`src/rtl/polu_pkg.sv`:
```
package polu_pkg;

  localparam int unsigned OpW         = 3;
  localparam int unsigned PosW        = 5;
  localparam int unsigned ValW        = 8;
  localparam int unsigned StW         = 3;
  localparam int unsigned CntW        = 5;
  localparam int unsigned DefCapacity = 16;
  // cells the scanner inspects per cycle
  localparam int unsigned ScanGroup   = 8;

  typedef enum logic [OpW-1:0] {
    OP_INSERT = 3'd0,
    OP_APPEND = 3'd1,
    OP_DELETE = 3'd2,
    OP_WRITE  = 3'd3,
    OP_FIND   = 3'd4,
    OP_READ   = 3'd5
  } op_e;

  typedef enum logic [StW-1:0] {
    ST_OK        = 3'd0,
    ST_BAD_POS   = 3'd1,
    ST_EMPTY     = 3'd2,
    ST_NOT_FOUND = 3'd3,
    ST_FULL      = 3'd4
  } st_e;

  typedef struct packed {
    logic [OpW-1:0]  operation;
    logic [PosW-1:0] position;
    logic [ValW-1:0] item_value;
  } req_t;

  typedef struct packed {
    logic [StW-1:0]  status;
    logic [ValW-1:0] read_value;
    logic [PosW-1:0] found_position;
    logic [CntW-1:0] element_count;
  } res_t;

  typedef struct packed {
    logic load;
    logic from_left;
    logic from_right;
  } cell_ctl_t;

  typedef struct packed {
    logic            done;
    logic            found;
    logic [PosW-1:0] pos;
  } scan_res_t;

endpackage

```
`src/rtl/polu_cell.sv`:
```
module polu_cell (
  input  logic                      clk_i,
  input  polu_pkg::cell_ctl_t       ctl_i,
  input  logic [polu_pkg::ValW-1:0] din_i,
  input  logic [polu_pkg::ValW-1:0] left_i,
  input  logic [polu_pkg::ValW-1:0] right_i,
  input  logic [polu_pkg::ValW-1:0] key_i,
  output logic [polu_pkg::ValW-1:0] val_o,
  output logic                      match_o
);

  logic [polu_pkg::ValW-1:0] val_q, val_d;

  always_comb begin
    if (ctl_i.load) begin
      val_d = din_i;
    end else if (ctl_i.from_left) begin
      val_d = left_i;
    end else if (ctl_i.from_right) begin
      val_d = right_i;
    end else begin
      val_d = val_q;
    end
  end

  always_ff @(posedge clk_i) begin
    val_q <= val_d;
  end

  assign val_o   = val_q;
  assign match_o = (val_q == key_i);

endmodule

```
`src/rtl/polu_scan.sv`:
```
module polu_scan #(
  parameter int unsigned Capacity = polu_pkg::DefCapacity
) (
  input  logic                    clk_i,
  input  logic                    rst_ni,
  input  logic                    start_i,
  input  logic [Capacity-1:0]     match_i,
  output logic                    idle_o,
  output polu_pkg::scan_res_t     scan_o
);

  localparam int unsigned Grp = polu_pkg::ScanGroup;
  localparam int unsigned NG  = (Capacity + Grp - 1) / Grp;
  localparam int unsigned SW  = NG * Grp;
  localparam int unsigned GW  = $clog2(NG + 1);
  localparam int unsigned PW  = GW + $clog2(Grp);

  typedef enum logic [1:0] {
    SC_IDLE = 2'b01,
    SC_SCAN = 2'b10
  } scan_state_e;

  scan_state_e          state_q, state_d;
  logic [GW-1:0]        grp_q, grp_d;
  logic [SW-1:0]        sh_q, sh_d;
  logic [Grp-1:0]       low;
  logic [$clog2(Grp)-1:0] pri;
  logic                 hit, last;
  logic [PW-1:0]        pos_w;

  assign low  = sh_q[Grp-1:0];
  assign hit  = |low;
  assign last = (grp_q == GW'(NG - 1));

  always_comb begin
    pri = '0;
    for (int k = Grp - 1; k >= 0; k--) begin
      if (low[k]) pri = ($clog2(Grp))'(k);
    end
  end

  assign pos_w        = PW'({grp_q, pri}) + PW'(1);
  assign scan_o.done  = (state_q == SC_SCAN) && (hit || last);
  assign scan_o.found = hit;
  assign scan_o.pos   = polu_pkg::PosW'(pos_w);
  assign idle_o       = (state_q == SC_IDLE);

  always_comb begin
    state_d = state_q;
    grp_d   = grp_q;
    sh_d    = sh_q;
    unique case (state_q)
      SC_IDLE: begin
        if (start_i) begin
          state_d = SC_SCAN;
          grp_d   = '0;
          sh_d    = SW'(match_i);
        end
      end
      SC_SCAN: begin
        if (scan_o.done) begin
          state_d = SC_IDLE;
        end else begin
          // advance to the next group of cells
          grp_d = grp_q + GW'(1);
          sh_d  = sh_q >> Grp;
        end
      end
      default: state_d = SC_IDLE;
    endcase
  end

  always_ff @(posedge clk_i or negedge rst_ni) begin
    if (!rst_ni) begin
      state_q <= SC_IDLE;
      grp_q   <= '0;
    end else begin
      state_q <= state_d;
      grp_q   <= grp_d;
    end
  end

  always_ff @(posedge clk_i) begin
    sh_q <= sh_d;
  end

endmodule

```
`src/rtl/polu_obuf.sv`:
```
module polu_obuf (
  input  logic            clk_i,
  input  logic            rst_ni,
  input  logic            res_valid_i,
  input  polu_pkg::res_t  res_i,
  output logic            ready_o,
  output logic            out_valid_o,
  input  logic            out_ready_i,
  output polu_pkg::res_t  out_data_o
);

  polu_pkg::res_t out_q, out_d, pend_q, pend_d;
  logic           out_vld_q, out_vld_d, pend_vld_q, pend_vld_d;
  logic           out_free;

  assign out_free = !out_vld_q || out_ready_i;

  always_comb begin
    out_d      = out_q;
    out_vld_d  = out_vld_q;
    pend_d     = pend_q;
    pend_vld_d = pend_vld_q;
    if (pend_vld_q) begin
      if (out_free) begin
        out_d      = pend_q;
        out_vld_d  = 1'b1;
        pend_vld_d = 1'b0;
      end
    end else if (res_valid_i) begin
      if (out_free) begin
        out_d     = res_i;
        out_vld_d = 1'b1;
      end else begin
        // hold in the skid slot until the output register frees
        pend_d     = res_i;
        pend_vld_d = 1'b1;
      end
    end else if (out_ready_i) begin
      out_vld_d = 1'b0;
    end
  end

  always_ff @(posedge clk_i or negedge rst_ni) begin
    if (!rst_ni) begin
      out_vld_q  <= 1'b0;
      pend_vld_q <= 1'b0;
    end else begin
      out_vld_q  <= out_vld_d;
      pend_vld_q <= pend_vld_d;
    end
  end

  always_ff @(posedge clk_i) begin
    out_q  <= out_d;
    pend_q <= pend_d;
  end

  assign ready_o     = !pend_vld_q;
  assign out_valid_o = out_vld_q;
  assign out_data_o  = out_q;

endmodule

```
`src/rtl/positional_ordered_list_unit.sv`:
```
// Ordered byte list held in a shifting row of cells.
// Results are registered in the output buffer, or held in its skid slot while the output stalls;
// find starts a scan of the match vector, the scanner checking 8 cells per cycle.
// Throughput: one request per cycle except find, which holds the input until the scan ends;
// the input also holds while a result waits in the skid slot behind a stalled output.
// Reset clears the element count, scanner state and output valid; cell contents are not reset.
module positional_ordered_list_unit #(
  parameter int unsigned CAPACITY = polu_pkg::DefCapacity
) (
  input  logic            clk_i,
  input  logic            rst_ni,
  input  logic            in_valid_i,
  output logic            in_ready_o,
  input  polu_pkg::req_t  in_data_i,
  output logic            out_valid_o,
  input  logic            out_ready_i,
  output polu_pkg::res_t  out_data_o
);

  localparam int unsigned CW   = $clog2(CAPACITY + 1);
  localparam int unsigned CmpW = ((CW > polu_pkg::PosW) ? CW : polu_pkg::PosW) + 1;

  logic [CW-1:0]             cnt_q, cnt_d;
  logic [CmpW-1:0]           cnt_ext, pos_ext, slot;
  logic                      acc, pos_zero, ins_bad, rng_bad, empty, full;
  logic                      do_ins, do_app, do_del, do_wr, scan_start, res_vld;
  logic                      scan_idle, buf_ready;
  logic [polu_pkg::ValW-1:0] rd_val;
  polu_pkg::res_t            res;
  polu_pkg::scan_res_t       scan;
  polu_pkg::cell_ctl_t       ctl      [CAPACITY];
  logic [polu_pkg::ValW-1:0] cell_val [CAPACITY];
  logic [CAPACITY-1:0]       cell_match, match_vec;

  assign in_ready_o = scan_idle && buf_ready;
  assign acc        = in_valid_i && in_ready_o;

  assign cnt_ext  = CmpW'(cnt_q);
  assign pos_ext  = CmpW'(in_data_i.position);
  assign slot     = pos_ext - CmpW'(1);
  assign pos_zero = (in_data_i.position == '0);
  assign ins_bad  = pos_zero || (pos_ext > cnt_ext + CmpW'(1));
  assign rng_bad  = pos_zero || (pos_ext > cnt_ext);
  assign empty    = (cnt_q == '0);
  assign full     = (cnt_ext >= CmpW'(CAPACITY));

  always_comb begin
    rd_val = '0;
    for (int k = 0; k < CAPACITY; k++) begin
      if (CmpW'(k) == slot) rd_val = cell_val[k];
    end
  end

  always_comb begin
    res        = '0;
    res_vld    = 1'b0;
    scan_start = 1'b0;
    do_ins     = 1'b0;
    do_app     = 1'b0;
    do_del     = 1'b0;
    do_wr      = 1'b0;
    cnt_d      = cnt_q;
    res.status = polu_pkg::ST_OK;
    if (acc) begin
      res_vld = 1'b1;
      unique case (in_data_i.operation) inside
        polu_pkg::OP_INSERT: begin
          if (ins_bad) begin
            res.status = polu_pkg::ST_BAD_POS;
          end else if (full) begin
            res.status = polu_pkg::ST_FULL;
          end else begin
            do_ins = 1'b1;
            cnt_d  = cnt_q + CW'(1);
          end
        end
        polu_pkg::OP_APPEND: begin
          if (full) begin
            res.status = polu_pkg::ST_FULL;
          end else begin
            do_app = 1'b1;
            cnt_d  = cnt_q + CW'(1);
          end
        end
        polu_pkg::OP_DELETE, polu_pkg::OP_WRITE, polu_pkg::OP_READ: begin
          if (empty) begin
            res.status = polu_pkg::ST_EMPTY;
          end else if (rng_bad) begin
            res.status = polu_pkg::ST_BAD_POS;
          end else if (in_data_i.operation == polu_pkg::OP_DELETE) begin
            do_del = 1'b1;
            cnt_d  = cnt_q - CW'(1);
          end else if (in_data_i.operation == polu_pkg::OP_WRITE) begin
            do_wr = 1'b1;
          end else begin
            res.read_value = rd_val;
          end
        end
        polu_pkg::OP_FIND: begin
          if (empty) begin
            res.status = polu_pkg::ST_EMPTY;
          end else begin
            scan_start = 1'b1;
            res_vld    = 1'b0;
          end
        end
        default: ;
      endcase
      res.element_count = polu_pkg::CntW'(cnt_d);
    end else if (scan.done) begin
      res_vld              = 1'b1;
      res.status           = scan.found ? polu_pkg::ST_OK : polu_pkg::ST_NOT_FOUND;
      res.found_position   = scan.found ? scan.pos : '0;
      res.element_count    = polu_pkg::CntW'(cnt_q);
    end
  end

  for (genvar i = 0; i < CAPACITY; i++) begin : g_cell
    logic [polu_pkg::ValW-1:0] left, right;

    assign ctl[i].load       = ((do_ins || do_wr) && (CmpW'(i) == slot))
                             || (do_app && (CmpW'(i) == cnt_ext));
    assign ctl[i].from_left  = do_ins && (CmpW'(i) > slot);
    assign ctl[i].from_right = do_del && (CmpW'(i) >= slot);

    if (i == 0) begin : g_first
      assign left = '0;
    end else begin : g_inner_l
      assign left = cell_val[i-1];
    end
    if (i == CAPACITY - 1) begin : g_last
      assign right = '0;
    end else begin : g_inner_r
      assign right = cell_val[i+1];
    end

    polu_cell u_cell (
      .clk_i   (clk_i),
      .ctl_i   (ctl[i]),
      .din_i   (in_data_i.item_value),
      .left_i  (left),
      .right_i (right),
      .key_i   (in_data_i.item_value),
      .val_o   (cell_val[i]),
      .match_o (cell_match[i])
    );

    // drop matches from cells past the end of the list
    assign match_vec[i] = cell_match[i] && (CmpW'(i) < cnt_ext);
  end

  polu_scan #(
    .Capacity (CAPACITY)
  ) u_scan (
    .clk_i   (clk_i),
    .rst_ni  (rst_ni),
    .start_i (scan_start),
    .match_i (match_vec),
    .idle_o  (scan_idle),
    .scan_o  (scan)
  );

  polu_obuf u_obuf (
    .clk_i       (clk_i),
    .rst_ni      (rst_ni),
    .res_valid_i (res_vld),
    .res_i       (res),
    .ready_o     (buf_ready),
    .out_valid_o (out_valid_o),
    .out_ready_i (out_ready_i),
    .out_data_o  (out_data_o)
  );

  always_ff @(posedge clk_i or negedge rst_ni) begin
    if (!rst_ni) begin
      cnt_q <= '0;
    end else begin
      cnt_q <= cnt_d;
    end
  end

  a_cnt_bound: assert property (@(posedge clk_i) disable iff (!rst_ni)
    cnt_q <= CW'(CAPACITY))
    else $error("element count above capacity");

  a_scan_blocks: assert property (@(posedge clk_i) disable iff (!rst_ni)
    !scan_idle |-> !in_ready_o)
    else $error("input ready during a find scan");

  a_append_cnt: assert property (@(posedge clk_i) disable iff (!rst_ni)
    (acc && in_data_i.operation == polu_pkg::OP_APPEND && !full)
      |=> cnt_q == $past(cnt_q) + CW'(1))
    else $error("append did not grow the list");

endmodule

```
`config.mk`:
```
export PLATFORM = sky130hd
export DESIGN_NAME = positional_ordered_list_unit
export DESIGN_NICKNAME = d
export VERILOG_FILES = /design/src/rtl/polu_pkg.sv /design/src/rtl/polu_cell.sv /design/src/rtl/polu_scan.sv /design/src/rtl/polu_obuf.sv /design/src/rtl/positional_ordered_list_unit.sv
export SDC_FILE = /design/constraint.sdc
export NUM_CORES = 1
export LEC_CHECK = 0
export BUFFER_PORTS_ARGS = -buffer_cell sky130_fd_sc_hd__clkbuf_2
export CAP_MARGIN = 30
export CORE_MARGIN = 4
export CORE_UTILIZATION = 52
export DETAILED_ROUTE_END_ITERATION = 12
export PLACE_DENSITY = 0.68
export SLEW_MARGIN = 20
export SYNTH_ARGS = -nofsm -noshare
export SYNTH_HDL_FRONTEND = slang
export SYNTH_SLANG_ARGS = --single-unit
```
`constraint.sdc`:
```
create_clock -name clk_i -period 6.7 [get_ports clk_i]
set_clock_uncertainty 0.1 [all_clocks]
set_input_delay 0.67 -clock clk_i [delete_from_list [all_inputs] [get_ports clk_i]]
set_output_delay 0.67 -clock clk_i [all_outputs]
set_load 0.005 [all_outputs]
```
## After elaboration in Yosys (flattened, before gate mapping)

Cells that the tools add are included.

- Input bits: 20
- Register bits: 197
- Logic and storage cells: 423
- Output and inout bits: 23

- Add/subtract/negate cells: 6
- Equality and inequality tests: 57
- Bitwise operators: 2
- Reductions and logical operators: 136
- Multiplexer cells: 141
- Magnitude comparators: 51

Operators with widths:

| kind | count |
|---|---|
| 8-bit 2-to-1 mux | 70 |
| 8-bit == test | 16 |
| 21-bit 2-to-1 mux | 4 |
| 1-bit logical AND | 83 |
| 3-bit nonzero test | 17 |
| 4-bit by 6-bit == test with 1-bit output (first input constant) | 8 |
| 4-bit by 6-bit greater-or-equal comparator with 1-bit output (first input constant) | 8 |
| 4-bit by 6-bit greater-than comparator with 1-bit output (first input constant) | 8 |
| 4-bit by 5-bit == test with 1-bit output (first input constant) | 8 |
| 4-bit by 5-bit < comparator with 1-bit output (first input constant) | 8 |
| 5-bit 2-to-1 mux | 8 |
| 3-bit 2-to-1 mux | 11 |
| 1-bit 2-to-1 mux | 32 |
| 16-bit 2-to-1 mux | 2 |
| 16-bit one-hot mux with 2 select lines | 1 |
| 3-bit by 6-bit == test with 1-bit output (first input constant) | 4 |
| 3-bit by 6-bit greater-or-equal comparator with 1-bit output (first input constant) | 4 |
| 3-bit by 6-bit greater-than comparator with 1-bit output (first input constant) | 4 |
| 1-bit logical OR | 21 |
| 3-bit by 5-bit == test with 1-bit output (first input constant) | 4 |
| 3-bit by 5-bit < comparator with 1-bit output (first input constant) | 4 |
| 2-bit 2-to-1 mux | 8 |
| 5-bit one-hot mux with 3 select lines | 1 |
| 2-bit by 6-bit == test with 1-bit output (first input constant) | 2 |
| other kinds (36) | 57 |

## Longest topological paths before layout

Gate-level depths: netlist of the first run.

- Depth after elaboration: 27
- Mapped depth: 14

## Modules after synthesis

A second synthesis of the first run with hierarchy kept.

- Cells, all modules: 1454
- Area total of the unflattened synthesis: 14119.8 um^2

Modules (own cells, without submodules):

| module | cells an instance | times used | area an instance (um^2) | sequential area each (um^2) |
|---|---|---|---|---|
| polu_cell | 46 | 16 | 499.2 | 240.2 |
| positional_ordered_list_unit | 568 | 1 | 3427.0 | 125.1 |
| polu_obuf | 75 | 1 | 1686.6 | 1311.3 |
| polu_scan | 75 | 1 | 1018.5 | 581.8 |

## Least setup slack after synthesis of the first run

Ideal clock, no wire load.

- Path kind: flip-flop to flip-flop
- From: register cnt_q[4]
- To: register g_cell[15].u_cell.val_q (netlist bit g_cell[15].u_cell.val_o[0]), enable pin
- Path buffers: 2
- Stages on the path, launching flop included: 13
- Setup time: 0.294 ns
- Data arrival time: 3.393 ns
- Data required time: 6.306 ns
- Path slack: 2.913 ns
- Path through: dfrtp_1 clkbuf_1 clkinv_1 xnor2_1 ha_1 and3_1 and3_1 a221o_1 and3_4 buf_6 a41oi_4 o32ai_2 or3_1

- Word-level cells in the longest chain between the ends: 10

RTL lines:

| what | RTL line | text |
|---|---|---|
| start, declared | positional_ordered_list_unit.sv:23 | `logic [CW-1:0] cnt_q, cnt_d;` |
| start signal, assigned | positional_ordered_list_unit.sv:178 | `cnt_q <= cnt_d;` |
| 5-bit by 1-bit adder with 6-bit output or 5-bit greater-than comparator (tied branches) | positional_ordered_list_unit.sv:42, positional_ordered_list_unit.sv:43 |  |
| 5-bit by 6-bit greater-than comparator with 1-bit output or 1-bit logical OR (tied branches) | positional_ordered_list_unit.sv:42, positional_ordered_list_unit.sv:43 |  |
| 1-bit logical OR or 1-bit 2-to-1 mux (tied branches) | positional_ordered_list_unit.sv:42, positional_ordered_list_unit.sv:88 |  |
| 1-bit 2-to-1 mux (on tied branches) | positional_ordered_list_unit.sv:68, positional_ordered_list_unit.sv:86 |  |
| 1-bit 2-to-1 mux | positional_ordered_list_unit.sv:66 | `unique case (in_data_i.operation) inside` |
| 1-bit 2-to-1 mux | positional_ordered_list_unit.sv:64 | `if (acc) begin` |
| 1-bit logical OR | positional_ordered_list_unit.sv:121 | `assign ctl[i].load = ((do_ins \|\| do_wr) && (CmpW'(i) == slot))` |
| 1-bit logical AND | positional_ordered_list_unit.sv:121 |  |
| 1-bit logical OR | positional_ordered_list_unit.sv:122 | `\|\| (do_app && (CmpW'(i) == cnt_ext));` |
| 3-bit nonzero test (no line) (*) | n/a |  |
| end signal, assigned | polu_cell.sv:27 | `val_q <= val_d;` |
| end, declared | polu_cell.sv:12 | `logic [polu_pkg::ValW-1:0] val_q, val_d;` |

Every way passes the cells marked *; elsewhere a longest branch is shown, timed or not.
A chain may end at the register's enable or synchronous reset.

## Worst setup path after layout of the first run

- From: register cnt_q[4]
- To: register g_cell[0].u_cell.val_q (netlist bit g_cell[0].u_cell.val_o[0]), data pin

- Word-level cells in the longest chain between the ends: 10

RTL lines:

| what | RTL line | text |
|---|---|---|
| 5-bit by 1-bit adder with 6-bit output or 5-bit greater-than comparator (tied branches) | positional_ordered_list_unit.sv:42, positional_ordered_list_unit.sv:43 |  |
| 5-bit by 6-bit greater-than comparator with 1-bit output or 1-bit logical OR (tied branches) | positional_ordered_list_unit.sv:42, positional_ordered_list_unit.sv:43 |  |
| 1-bit logical OR or 1-bit 2-to-1 mux (tied branches) | positional_ordered_list_unit.sv:42, positional_ordered_list_unit.sv:88 |  |
| 1-bit 2-to-1 mux (on tied branches) | positional_ordered_list_unit.sv:68, positional_ordered_list_unit.sv:86 |  |
| 1-bit 2-to-1 mux | positional_ordered_list_unit.sv:66 |  |
| 1-bit 2-to-1 mux | positional_ordered_list_unit.sv:64 |  |
| 1-bit logical OR | positional_ordered_list_unit.sv:121 |  |
| 1-bit logical AND | positional_ordered_list_unit.sv:121 |  |
| 1-bit logical OR | positional_ordered_list_unit.sv:122 |  |
| 8-bit 2-to-1 mux (*) | polu_cell.sv:15 | `if (ctl_i.load) begin` |
| via g_cell[0].u_cell.val_d (one bit) | polu_cell.sv:12 |  |
| end signal, assigned | polu_cell.sv:27 |  |
| end, declared | polu_cell.sv:12 |  |

The timed path passes the listed nets; every way through them passes the cells marked *.

==> results of run 1 <==
==> metal layers <==
metal,share of wire,track usage
met5,0,0
met1,0.41,0.433
met3,0.096,0.0403
met2,0.45,0.478
met4,0.039,0.115
==> cell usage after synthesis, types with 12 or more instances <==
cell type,count,area [um2]
sky130_fd_sc_hd__mux2i_1,109,1090
sky130_fd_sc_hd__a21oi_1,68,340
sky130_fd_sc_hd__nand2_1,197,739
sky130_fd_sc_hd__and3_1,23,144
sky130_fd_sc_hd__edfxtp_1,186,5590
sky130_fd_sc_hd__inv_1,24,90.1
sky130_fd_sc_hd__xnor2_1,65,569
sky130_fd_sc_hd__buf_2,25,125
sky130_fd_sc_hd__o21ai_0,166,831
sky130_fd_sc_hd__buf_1,19,71.3
sky130_fd_sc_hd__a22o_1,12,105
sky130_fd_sc_hd__ha_1,21,263
sky130_fd_sc_hd__clkbuf_1,70,263
sky130_fd_sc_hd__nand4_1,23,144
sky130_fd_sc_hd__nor4_1,21,131
sky130_fd_sc_hd__xor2_1,69,604
sky130_fd_sc_hd__nor2_1,89,334
sky130_fd_sc_hd__a21o_1,15,113
sky130_fd_sc_hd__o21ai_1,15,75.1
sky130_fd_sc_hd__a31oi_1,16,100
sky130_fd_sc_hd__nor3_1,16,80.1
sky130_fd_sc_hd__nand3_1,34,170
sky130_fd_sc_hd__o22ai_1,29,181
==> timing repair <==
item,CTS,global route
endpoints found under the hold margin,6,0
hold buffers,1,0
endpoints found under the setup margin,0,0
==> registers in the layout, summed over array words and instances, names as in the netlist <==
register and flops:
u_scan.state_q 2, g_cell.u_cell.val_o 128, u_obuf.out_valid_o 1, cnt_q 5, u_obuf.out_data_o 21, u_obuf.pend_vld_q 1, u_obuf.pend_q 21, u_scan.grp_q 2
u_scan.sh_q 16
==> worst min-delay path: cells and delay by family, from the launching register on <==
kind             cells  cell delay, ps
AO/OA/AOI/OAI        1              60
AND/OR/NAND/NOR      1              50
flip-flops           1             340
==> report_power, final <==
group	leakage, uW	total [uW]	switching (uW)	internal [uW]
logic	0.00329	893	614	279
registers	0.00184	1520	91.1	1430
clock network	0.000321	1180	641	543
total	0.00545	3590	1350	2250
==> worst max path at each step <==
| stage | end | slack [ps] | cells past startpoint |
|---|---|---|---|
| floorplan | g_cell[15].u_cell.val_o[0] | 2910 | 12 |
| global placement | g_cell[0].u_cell.val_o[6] | 1390 | 10 |
| detailed placement | g_cell[6].u_cell.val_o[1] | 1330 | 10 |
| CTS | g_cell[6].u_cell.val_o[1] | 1320 | 10 |
| global route | g_cell[0].u_cell.val_o[7] | 1090 | 10 |
| finish | g_cell[0].u_cell.val_o[0] | 1130 | 10 |
==> cell families after synthesis <==
family | count (synthesis) | synth area share
xor+xnor | 134 | 0.0823
flops | 197 | 0.411
simple gates | 469 | 0.158
buf+inv | 148 | 0.0439
mux | 120 | 0.0852
compound gates | 440 | 0.201
fa+ha+maj | 21 | 0.0184
==> through the flow <==
stage                     setup WS, ps  area (um2)  hold WS [ps]   util  power, uW
final                             1130       15400           435  0.571       3590
after CTS                         1320       15300           442  0.567       3560
after global placement            1390       14600           406  0.541       2390
after detailed placement          1330       14600           419  0.542       2400
after floorplan                   2910       14300           274      -       2090
after global routing              1090       15400           463  0.571       3720
==> layout make-up <==
cell class                 instances  share of cell area
clock inverter                    15              0.0154
clock buffer                      17              0.0276
tap                              341              0.0277
inverter                          25             0.00610
multi-input combinational       1184               0.507
timing repair buffer              84              0.0349
sequential                       197               0.381
==> PnR_summary.wiki, run 1 <==
{| class="wikitable"
! Metric !! Value
|-
| EDFF count, synth || 186
|-
| Layout Area Growth over Synthesis || 7.84%
|-
| I/O pin count || 43
|-
| R2R depth || 10
|-
| Biggest fanout along the worst timing path || 23
|-
| Worst Setup SP || cnt_q[4]
|-
| Final weighted congestion in routability-driven placement || 1.02
|-
| Total routing resource utilization after global routing || 0.304
|-
| Num Clock Sinks || 197
|-
| DRT Pass-1 Iters || 7
|-
| Cell Area, Synth || 14300 um2
|-
| Cts repair resizes || 0
|-
| Sequential fraction of the synthesis area || 0.411
|-
| Worst-path cell with the longest stage delay || sky130_fd_sc_hd__dfrtp_1
|-
| Overall die area || 30200 um2
|-
| Cell at the root of the clock tree || sky130_fd_sc_hd__clkbuf_16
|-
| Pin count of the biggest net entering global routing || 41
|-
| Areal power density over the cells || 234 nW/um2
|-
| Startpoint types || flop
|-
| Number of global-route vias before repair || 11700
|-
| Worst Hold Path Cells || 2
|-
| Capture endpoint of the worst hold path || u_obuf.out_data_o[13]
|-
| TritonCTS clock tree || done
|-
| Number of cells in the design after placement || 1817
|-
| CTS H-tree depth || 4
|-
| Number of buffers and inverters on the critical path || 1
|-
| Arrival time reported for the critical path endpoint || 5670 ps
|-
| Number of port buffers || 42
|-
| Drt wl/cell || 25.4 um
|-
| Setup CP Type || reg2reg
|-
| Most numerous cell on the critical path || sky130_fd_sc_hd__and3_1
|-
| Routed via count divided by cell count || 6.78
|-
| Share of cells above drive strength 1 || 0.106
|-
| Number of nets with antenna violations after routing || 0
|-
| Required time at the worst-slack endpoint || 6800 ps
|-
| Outcome || completed
|-
| Flop-to-flop setup slack || 1130 ps
|-
| Initial antenna violation count || 0
|-
| Aggregate routed wire length || 47200 um
|-
| Wire length of the first global-routing pass || 72100 um
|-
| Number of hold violations in the final report || 0
|-
| Warnings, synthesis || 0
|-
| Fin crit share || 0.831
|-
| Achievable frequency || 0.180 GHz
|-
| Worst reg2reg path endpoint || g_cell[0].u_cell.val_o[0]
|-
| Area used by multi-input combinational logic || 7800 um2
|-
| Half-perimeter wire length after placement || 34000 um
|-
| Longest individual stage delay on the worst path || 1010 ps
|-
| Origin of the worst min-delay path || u_obuf.pend_q[13]
|-
| Critical path cell sequence || clkinv_1 > xnor2_1 > ha_1 > and3_1 > and3_1 > a221o_1 > a32oi_2 > nor2_1 > a21oi_4 > mux2_2
|-
| Combined flip-flop and latch cell area || 5860 um2
|-
| Die Y || 174 um
|-
| Antenna cells || 0
|-
| Net Count, Synth || 1570
|-
| RSZ-0062 raised after global routing || false
|-
| Library cells used by synthesis || 91
|-
| Classification of the worst-slack hold path || reg2reg
|-
| Final non-filler cell total || 1863
|-
| Nets || 1550
|-
| Max Root-Sink Buffers || 2
|-
| Core outline area || 27000 um2
|-
| Setup Total Neg Slack || 0 ps
|-
| Final critical path time including I/O delays and setup || 5570 ps
|-
| Family with the most delay on the worst path || compound AO/OA/AOI/OAI gates
|-
| Violation count after the first detailed-routing iteration || 1911
|-
| Most frequent standard cell in the layout excluding fill and tap cells || sky130_fd_sc_hd__nand2_1
|-
| Reg2reg start || cnt_q[4]
|-
| Flops & latches, synth || 197
|-
| Ys async rst share || 0.0558
|-
| Worst Max-Slew Pin Slew || 1060 ps
|-
| Max Cap Violations || 0
|-
| Fillers || 2325
|-
| Total of endpoints with negative setup slack in the final report || 0
|-
| Total count of max-transition violations in the final report || 0
|-
| Clock input transition at the sequential cells of the worst setup and hold paths || 100 ps
|-
| DR vias || 12600
|-
| Capturing element type of the critical path || flop
|-
| Buffers inserted by post-CTS timing repair || 0
|-
| Die boundary width || 174 um
|-
| Peak ir drop on the vdd network || 196 uV
|-
| Max-Slew Margin vs Limit || 0.296
|-
| Effective utilization at floorplan || 0.529
|-
| Most used cells in the layout excluding fill and tap cells || sky130_fd_sc_hd__nand2_1, sky130_fd_sc_hd__edfxtp_1, sky130_fd_sc_hd__o21ai_0
|-
| Post-Syn Area per Cell || 9.33 um2
|-
| Clock network latency to the later pin of the worst-skew pair || 460 ps
|-
| Placement row count || 60
|-
| Leakage power || 0.00545 uW
|-
| Synth Flop Type || sky130_fd_sc_hd__edfxtp_1
|-
| GRT overflow || 0
|-
| Total clock buffers created by CTS || 17
|-
| Post-Syn Instances || 1529
|-
| Residual DRC count || 0
|}
No activity file was read; power rests on OpenSTA's default activity.
==> run 2, diff against run 1 <==
Settings changed: PLACE_DENSITY 0.68 to 0.71.
Clock period 6.7 ns to 4.7 ns, I/O delays scaled along.
==> run 2 against run 1 <==
Design area rose by 1.5%. First-iteration DRC count is 6.9% higher. Clock-buffer cell count unchanged. Clock power up 36%. Final cell count up 1.9%.
==> PnR_summary.wiki, run 2 (synthesis results as in run 1) <==
{| class="wikitable"
! Metric !! Value
|-
| Setup Total Neg Slack || 0 ps
|-
| Placement row count || 60
|-
| Total of endpoints with negative setup slack in the final report || 0
|-
| Residual DRC count || 0
|-
| Worst Max-Slew Pin Slew || 1050 ps
|-
| Effective utilization at floorplan || 0.529
|-
| Max Root-Sink Buffers || 2
|-
| Die boundary width || 174 um
|-
| R2R depth || 11
|-
| Violation count after the first detailed-routing iteration || 2043
|-
| Max-Slew Margin vs Limit || 0.295
|-
| Setup CP Type || reg2reg
|-
| Die Y || 174 um
|-
| Areal power density over the cells || 330 nW/um2
|-
| Internal power component || 3290 uW
|-
| Cell at the root of the clock tree || sky130_fd_sc_hd__clkbuf_16
|-
| Clock network latency to the later pin of the worst-skew pair || 450 ps
|-
| DR vias || 12900
|-
| Longest individual stage delay on the worst path || 800 ps
|-
| I/O pin count || 43
|-
| Total count of max-transition violations in the final report || 0
|-
| Flop-to-flop setup slack || 580 ps
|-
| Outcome || completed
|-
| Wire length of the first global-routing pass || 76300 um
|-
| Largest register FFs || 128
|-
| Routed via count divided by cell count || 6.81
|-
| Layout Area Growth over Synthesis || 9.47%
|-
| Combinational power share || 0.276
|-
| Achievable frequency || 0.243 GHz
|-
| Total routing resource utilization after global routing || 0.327
|-
| Clock input transition at the sequential cells of the worst setup and hold paths || 90 ps
|-
| Antenna cells || 0
|-
| Drt wl/cell || 26.6 um
|-
| Number of port buffers || 42
|-
| Switching Fraction || 0.361
|-
| Cts repair resizes || 0
|-
| Critical Path Sink || g_cell[12].u_cell.val_o[0]
|-
| Sw Pwr || 1860 uW
|-
| DRT Pass-1 Iters || 6
|-
| TritonCTS clock tree || done
|-
| Nets || 1585
|-
| Biggest fanout along the worst timing path || 8
|-
| Buffers inserted by post-CTS timing repair || 0
|-
| Critical path cell sequence || inv_1 > ha_1 > or4b_2 > o21ai_1 > nor2_1 > and3_1 > buf_4 > nor2_1 > a2bb2oi_1 > o221ai_1 > buf_4
|-
| Capturing element type of the critical path || flop
|-
| Classification of the worst-slack hold path || in2reg
|-
| Most used cells in the layout excluding fill and tap cells || sky130_fd_sc_hd__nand2_1, sky130_fd_sc_hd__edfxtp_1, sky130_fd_sc_hd__o21ai_0
|-
| Share of cells above drive strength 1 || 0.125
|-
| Required time at the worst-slack endpoint || 4810 ps
|-
| Number of hold violations in the final report || 0
|-
| Worst Setup SP || cnt_q[0]
|-
| Core outline area || 27000 um2
|-
| Final critical path time including I/O delays and setup || 4120 ps
|-
| Max Cap Violations || 0
|-
| Half-perimeter wire length after placement || 37000 um
|-
| Leakage power || 0.00561 uW
|-
| CTS H-tree depth || 4
|-
| GRT overflow || 0
|-
| Peak ir drop on the vdd network || 220 uV
|-
| Reg power frac || 0.411
|-
| Fin crit share || 0.876
|-
| Number of nets with antenna violations after routing || 0
|-
| Arrival time reported for the critical path endpoint || 4230 ps
|-
| Num Clock Sinks || 197
|-
| RSZ-0062 raised after global routing || false
|-
| Worst reg2reg path endpoint || g_cell[12].u_cell.val_o[0]
|-
| Pin count of the biggest net entering global routing || 40
|-
| Initial antenna violation count || 0
|-
| Hold_ws || 277 ps
|-
| Most frequent standard cell in the layout excluding fill and tap cells || sky130_fd_sc_hd__nand2_1
|-
| Total clock buffers created by CTS || 17
|-
| Final weighted congestion in routability-driven placement || 0.992
|-
| Aggregate routed wire length || 50600 um
|-
| Startpoint types || flop
|-
| Reg2reg start || cnt_q[0]
|-
| Number of global-route vias before repair || 12200
|-
| Overall die area || 30200 um2
|-
| Worst-path cell with the longest stage delay || sky130_fd_sc_hd__or4b_2
|-
| Part of the power in the clock network || 0.313
|}
==> run 2: critical path, delay by kind of cell (launching register included) <==
| family | cells | cell delay (ps) |
|---|---|---|
| compound gates | 3 | 680 |
| simple gates | 4 | 1420 |
| flops | 1 | 470 |
| buf+inv | 3 | 740 |
| fa+ha+maj | 1 | 470 |
==> run 2: power by group through the flow <==
stage / Combinational (uW) / Sequential, uW / Clock (uW)
2_1_floorplan: 857 / 2130 / 0
3_3_place_gp: 1360 / 2150 / 0
3_5_place_dp: 1370 / 2150 / 0
4_1_cts: 1380 / 2110 / 1620
5_1_grt: 1510 / 2130 / 1700
6_report: 1420 / 2120 / 1610
==> run 2: routing by layer <==
| layer | track usage | routed length (um) |
|---|---|---|
| met1 | 0.455 | 20300 |
| met3 | 0.0469 | 5110 |
| met4 | 0.123 | 2270 |
| met5 | 0 | 0 |
| met2 | 0.523 | 22900 |
==> run 2: cell type report <==
class | count | area, um2
clock buffer | 17 | 425
clock inverter | 15 | 213
fill | 2370 | 11300
inverter | 25 | 93.8
multi-input combinational | 1184 | 7790
sequential | 197 | 5860
tap | 341 | 427
timing repair buffer | 119 | 803
==> run 2: per-stage QoR <==
step	cell area [um2]	total power (uW)	utilization	instances	setup slack, ps
3_3_place_gp	14900	3520	0.552	1854	664
5_1_grt	15600	5330	0.580	1898	370
4_1_cts	15500	5110	0.577	1888	652
6_report	15600	5150	0.580	1898	583
3_5_place_dp	14900	3520	0.553	1855	591
2_1_floorplan	14300	2980	-	1529	913
==> run 2: how the worst min path moves through the flow <==
stage / startpoint / cells past startpoint / slack [ps] / endpoint
after floorplan: rst_ni / 0 / 70 / cnt_q[0]
after global placement: rst_ni / 1 / 270 / u_obuf.pend_vld_q
after detailed placement: rst_ni / 1 / 270 / u_obuf.pend_vld_q
after CTS: out_ready_i / 3 / 270 / u_obuf.pend_vld_q
after global routing: out_ready_i / 3 / 310 / u_obuf.pend_vld_q
final: out_ready_i / 3 / 280 / u_obuf.pend_vld_q
==> run 2: what timing repair did <==
item	in CTS	in global routing
endpoints found under the setup margin	0	0
endpoints found under the hold margin	10	0
hold buffers	1	0
==> run 3, diff against run 2 <==
Settings changed: ABC_AREA set to 1, CORE_UTILIZATION 52 to 58, MAX_ROUTING_LAYER set to met4, PLACE_DENSITY 0.71 to 0.78.
==> run 3 against run 2 <==
Maximum frequency decreased by 4.2%. First-iteration DRC count increased by 7.8%. Final cell count increased by 15%.
==> PnR_summary.wiki, run 3 <==
{| class="wikitable"
! Metric !! Value
|-
| Largest register FFs || 128
|-
| Max-Slew Margin vs Limit || 0.363
|-
| Fillers || 2107
|-
| Number of port buffers || 42
|-
| Library cell with the largest summed area after synthesis || sky130_fd_sc_hd__edfxtp_1
|-
| Area used by multi-input combinational logic || 6820 um2
|-
| Leakage power || 0.00653 uW
|-
| Fin crit share || 0.915
|-
| Net Count, Synth || 1855
|-
| Effective utilization at floorplan || 0.592
|-
| Reg power frac || 0.436
|-
| Worst Max-Slew Pin Slew || 951 ps
|-
| Synth Flop Type || sky130_fd_sc_hd__edfxtp_1
|-
| Final weighted congestion in routability-driven placement || 1.04
|-
| Startpoint types || flop
|-
| Share of cells above drive strength 1 || 0.110
|-
| Total clock buffers created by CTS || 17
|-
| I/O pin count || 43
|-
| Setup CP Type || reg2reg
|-
| Library cells used by synthesis || 57
|-
| CTS H-tree depth || 4
|-
| Total of endpoints with negative setup slack in the final report || 0
|-
| Nets || 1893
|-
| Final critical path time including I/O delays and setup || 4300 ps
|-
| Top Usage Layer GRT || met2
|-
| EDFF count, synth || 186
|-
| Layout Area Growth over Synthesis || 9.62%
|-
| Drt wl/cell || 24.5 um
|-
| Share of the synthesized area in the top cell type || 0.400
|-
| Routed via count divided by cell count || 6.50
|-
| Classification of the worst-slack hold path || in2reg
|-
| Half-perimeter wire length after placement || 39800 um
|-
| Setup Total Neg Slack || 0 ps
|-
| Aggregate routed wire length || 53500 um
|-
| Power Total || 4830 uW
|-
| Leading post-synthesis cells by cell area || sky130_fd_sc_hd__edfxtp_1, sky130_fd_sc_hd__nand2_1, sky130_fd_sc_hd__inv_1
|-
| Combinational power share || 0.247
|-
| DR vias || 14200
|-
| Required time at the worst-slack endpoint || 4690 ps
|-
| Met2 track demand over resource in global routing || 0.592
|-
| Most frequent standard cell in the layout excluding fill and tap cells || sky130_fd_sc_hd__nand2_1
|-
| Clock input transition at the sequential cells of the worst setup and hold paths || 80 ps
|-
| GRT met3 Usage || 0.0888
|-
| TritonCTS clock tree || done
|-
| Overall die area || 26600 um2
|-
| Wire length of the first global-routing pass || 79800 um
|-
| Die Y || 163 um
|-
| RSZ-0062 raised after global routing || false
|-
| Capturing element type of the critical path || flop
|-
| Violation count after the first detailed-routing iteration || 2202
|-
| Achievable frequency || 0.233 GHz
|-
| Warnings, synthesis || 0
|-
| Most instantiated cells after synthesis || sky130_fd_sc_hd__nand2_1, sky130_fd_sc_hd__inv_1, sky130_fd_sc_hd__edfxtp_1
|-
| Max Root-Sink Buffers || 2
|-
| Most used cells in the layout excluding fill and tap cells || sky130_fd_sc_hd__nand2_1, sky130_fd_sc_hd__inv_1, sky130_fd_sc_hd__edfxtp_1
|-
| Core outline area || 23600 um2
|-
| Die boundary width || 163 um
|-
| GRT overflow || 0
|-
| Combined flip-flop and latch cell area || 5860 um2
|-
| Sequential fraction of the synthesis area || 0.420
|-
| Arrival time reported for the critical path endpoint || 4290 ps
|-
| Pin count of the biggest net entering global routing || 28
|-
| Residual DRC count || 0
|-
| Sw Pwr || 1750 uW
|-
| Ys async rst share || 0.0558
|-
| Peak ir drop on the vdd network || 225 uV
|-
| Number of global-route vias before repair || 13100
|-
| Max Cap Violations || 0
|-
| Areal power density over the cells || 315 nW/um2
|-
| Outcome || completed
|-
| Cell at the root of the clock tree || sky130_fd_sc_hd__clkbuf_16
|-
| Met1 capacity usage during global routing || 0.563
|-
| Cell Area, Synth || 14000 um2
|-
| Buffers inserted by post-CTS timing repair || 0
|-
| Num Clock Sinks || 197
|-
| Total routing resource utilization after global routing || 0.411
|-
| Most frequently used cell type in the post-synthesis netlist || sky130_fd_sc_hd__nand2_1
|-
| DRT Pass-1 Iters || 8
|-
| Internal power component || 3080 uW
|-
| Placement row count || 56
|-
| Biggest fanout along the worst timing path || 11
|-
| Switching Fraction || 0.361
|-
| Part of the power in the clock network || 0.317
|-
| Number of hold violations in the final report || 0
|-
| Total count of max-transition violations in the final report || 0
|-
| Post-Syn Instances || 1814
|-
| Flops & latches, synth || 197
|-
| Post-Syn Area per Cell || 7.70 um2
|-
| Clock network latency to the later pin of the worst-skew pair || 450 ps
|-
| Initial antenna violation count || 2
|-
| Number of nets with antenna violations after routing || 0
|}
## run 3: cell types whose count changed in the layout (fill, tap and decap cells not counted), moves of 39 or more
cell / previous run / this run
sky130_fd_sc_hd__xor2_1: 69 / 30
sky130_fd_sc_hd__nand2_1: 197 / 437
sky130_fd_sc_hd__inv_1: 24 / 227
sky130_fd_sc_hd__nor2_1: 88 / 128
sky130_fd_sc_hd__mux2i_1: 109 / 0
sky130_fd_sc_hd__a21oi_1: 68 / 137
sky130_fd_sc_hd__xnor2_1: 65 / 24
## run 3: path summary, 6_finish.rpt
| path | start | endpoint | slack [ps] | cells past startpoint |
|---|---|---|---|---|
| worst max-delay path | cnt_q[0] | g_cell[5].u_cell.val_o[0] | 400 | 19 |
| worst min-delay path | out_ready_i | u_obuf.out_valid_o | 280 | 4 |
| worst max register to register | cnt_q[0] | g_cell[5].u_cell.val_o[0] | 400 | 19 |
| worst min register to register | u_obuf.pend_q[15] | u_obuf.out_data_o[15] | 420 | 2 |
| max in group asynchronous | rst_ni | cnt_q[1] | 3830 | 2 |
| min in group asynchronous | rst_ni | u_scan.grp_q[0] | 360 | 2 |
## run 3: area by class of cell
type	instances	area share
clock buffers	17	0.0278
diodes	1	0.000163
flip-flops and latches	197	0.383
well taps	319	0.0261
clock inverters	15	0.0122
repair buffers	101	0.0441
inverters	252	0.0618
multi-input cells	1283	0.445
## run 3: kinds of logic (layout without fill, tap and decap cells)
| group | after synthesis | in the layout | share of synthesized area |
|---|---|---|---|
| buffers and inverters | 334 | 385 | 0.0932 |
| AO/OA/AOI/OAI | 487 | 487 | 0.212 |
| flip-flops | 197 | 197 | 0.420 |
| multiplexers | 1 | 1 | 0.000806 |
| XOR/XNOR | 54 | 54 | 0.0339 |
| other | 0 | 1 | 0 |
| adder cells (fa/ha/maj) | 21 | 21 | 0.0188 |
| AND/OR/NAND/NOR | 720 | 720 | 0.222 |
## run 3: worst max-delay path, cell delays in order, from the launching register on
cell and delay (ps):
sky130_fd_sc_hd__dfrtp_1 570, sky130_fd_sc_hd__nand2_1 200, sky130_fd_sc_hd__inv_1 140, sky130_fd_sc_hd__nand2_1 90
sky130_fd_sc_hd__nand2_1 100, sky130_fd_sc_hd__o21ai_0 110, sky130_fd_sc_hd__ha_1 310, sky130_fd_sc_hd__a21oi_1 130
sky130_fd_sc_hd__o21ai_0 100, sky130_fd_sc_hd__nand2_1 70, sky130_fd_sc_hd__nand2_1 40, sky130_fd_sc_hd__nand3_1 70
sky130_fd_sc_hd__nand2_2 90, sky130_fd_sc_hd__nor2_4 180, sky130_fd_sc_hd__nand2_2 170, sky130_fd_sc_hd__o41ai_2 200
sky130_fd_sc_hd__inv_2 300, sky130_fd_sc_hd__o21ai_2 360, sky130_fd_sc_hd__inv_1 240, sky130_fd_sc_hd__o211ai_1 370
## run 3: through the flow
stage                     hold WS (ps)  area (um2)  setup WS (ps)  cells   util
after CTS                          278       15300            463   2183  0.648
after floorplan                   74.4       14000           1170   1814      -
after global routing               301       15300           1.34   2185  0.649
after global placement             296       14700            607   2150  0.621
after detailed placement           301       14700            473   2150  0.621
final                              282       15300            401   2185  0.649
## run 3: power by group through the flow
| stage | registers (uW) | logic, uW | clock network, uW |
|---|---|---|---|
| 2_1_floorplan | 2120 | 716 | 0 |
| 6_report | 2110 | 1190 | 1530 |
| 3_5_place_dp | 2140 | 1140 | 0 |
| 5_1_grt | 2120 | 1290 | 1610 |
| 3_3_place_gp | 2140 | 1130 | 0 |
| 4_1_cts | 2100 | 1140 | 1540 |
## run 3: metal layers
layer / up-vias / wire length (um) / part of all wire
met1: 6466 / 20400 / 0.38
met3: 212 / 7480 / 0.14
met2: 1177 / 22800 / 0.43
li1: 6339 / - / -
met4: 0 / 2790 / 0.052
met5: - / 0 / 0
## run 3: what timing repair did
action / in CTS / in global routing
hold buffers: 1 / 0
setup endpoints to repair: 0 / 8
gates resized for setup: 0 / 2
hold endpoints to repair: 10 / 0
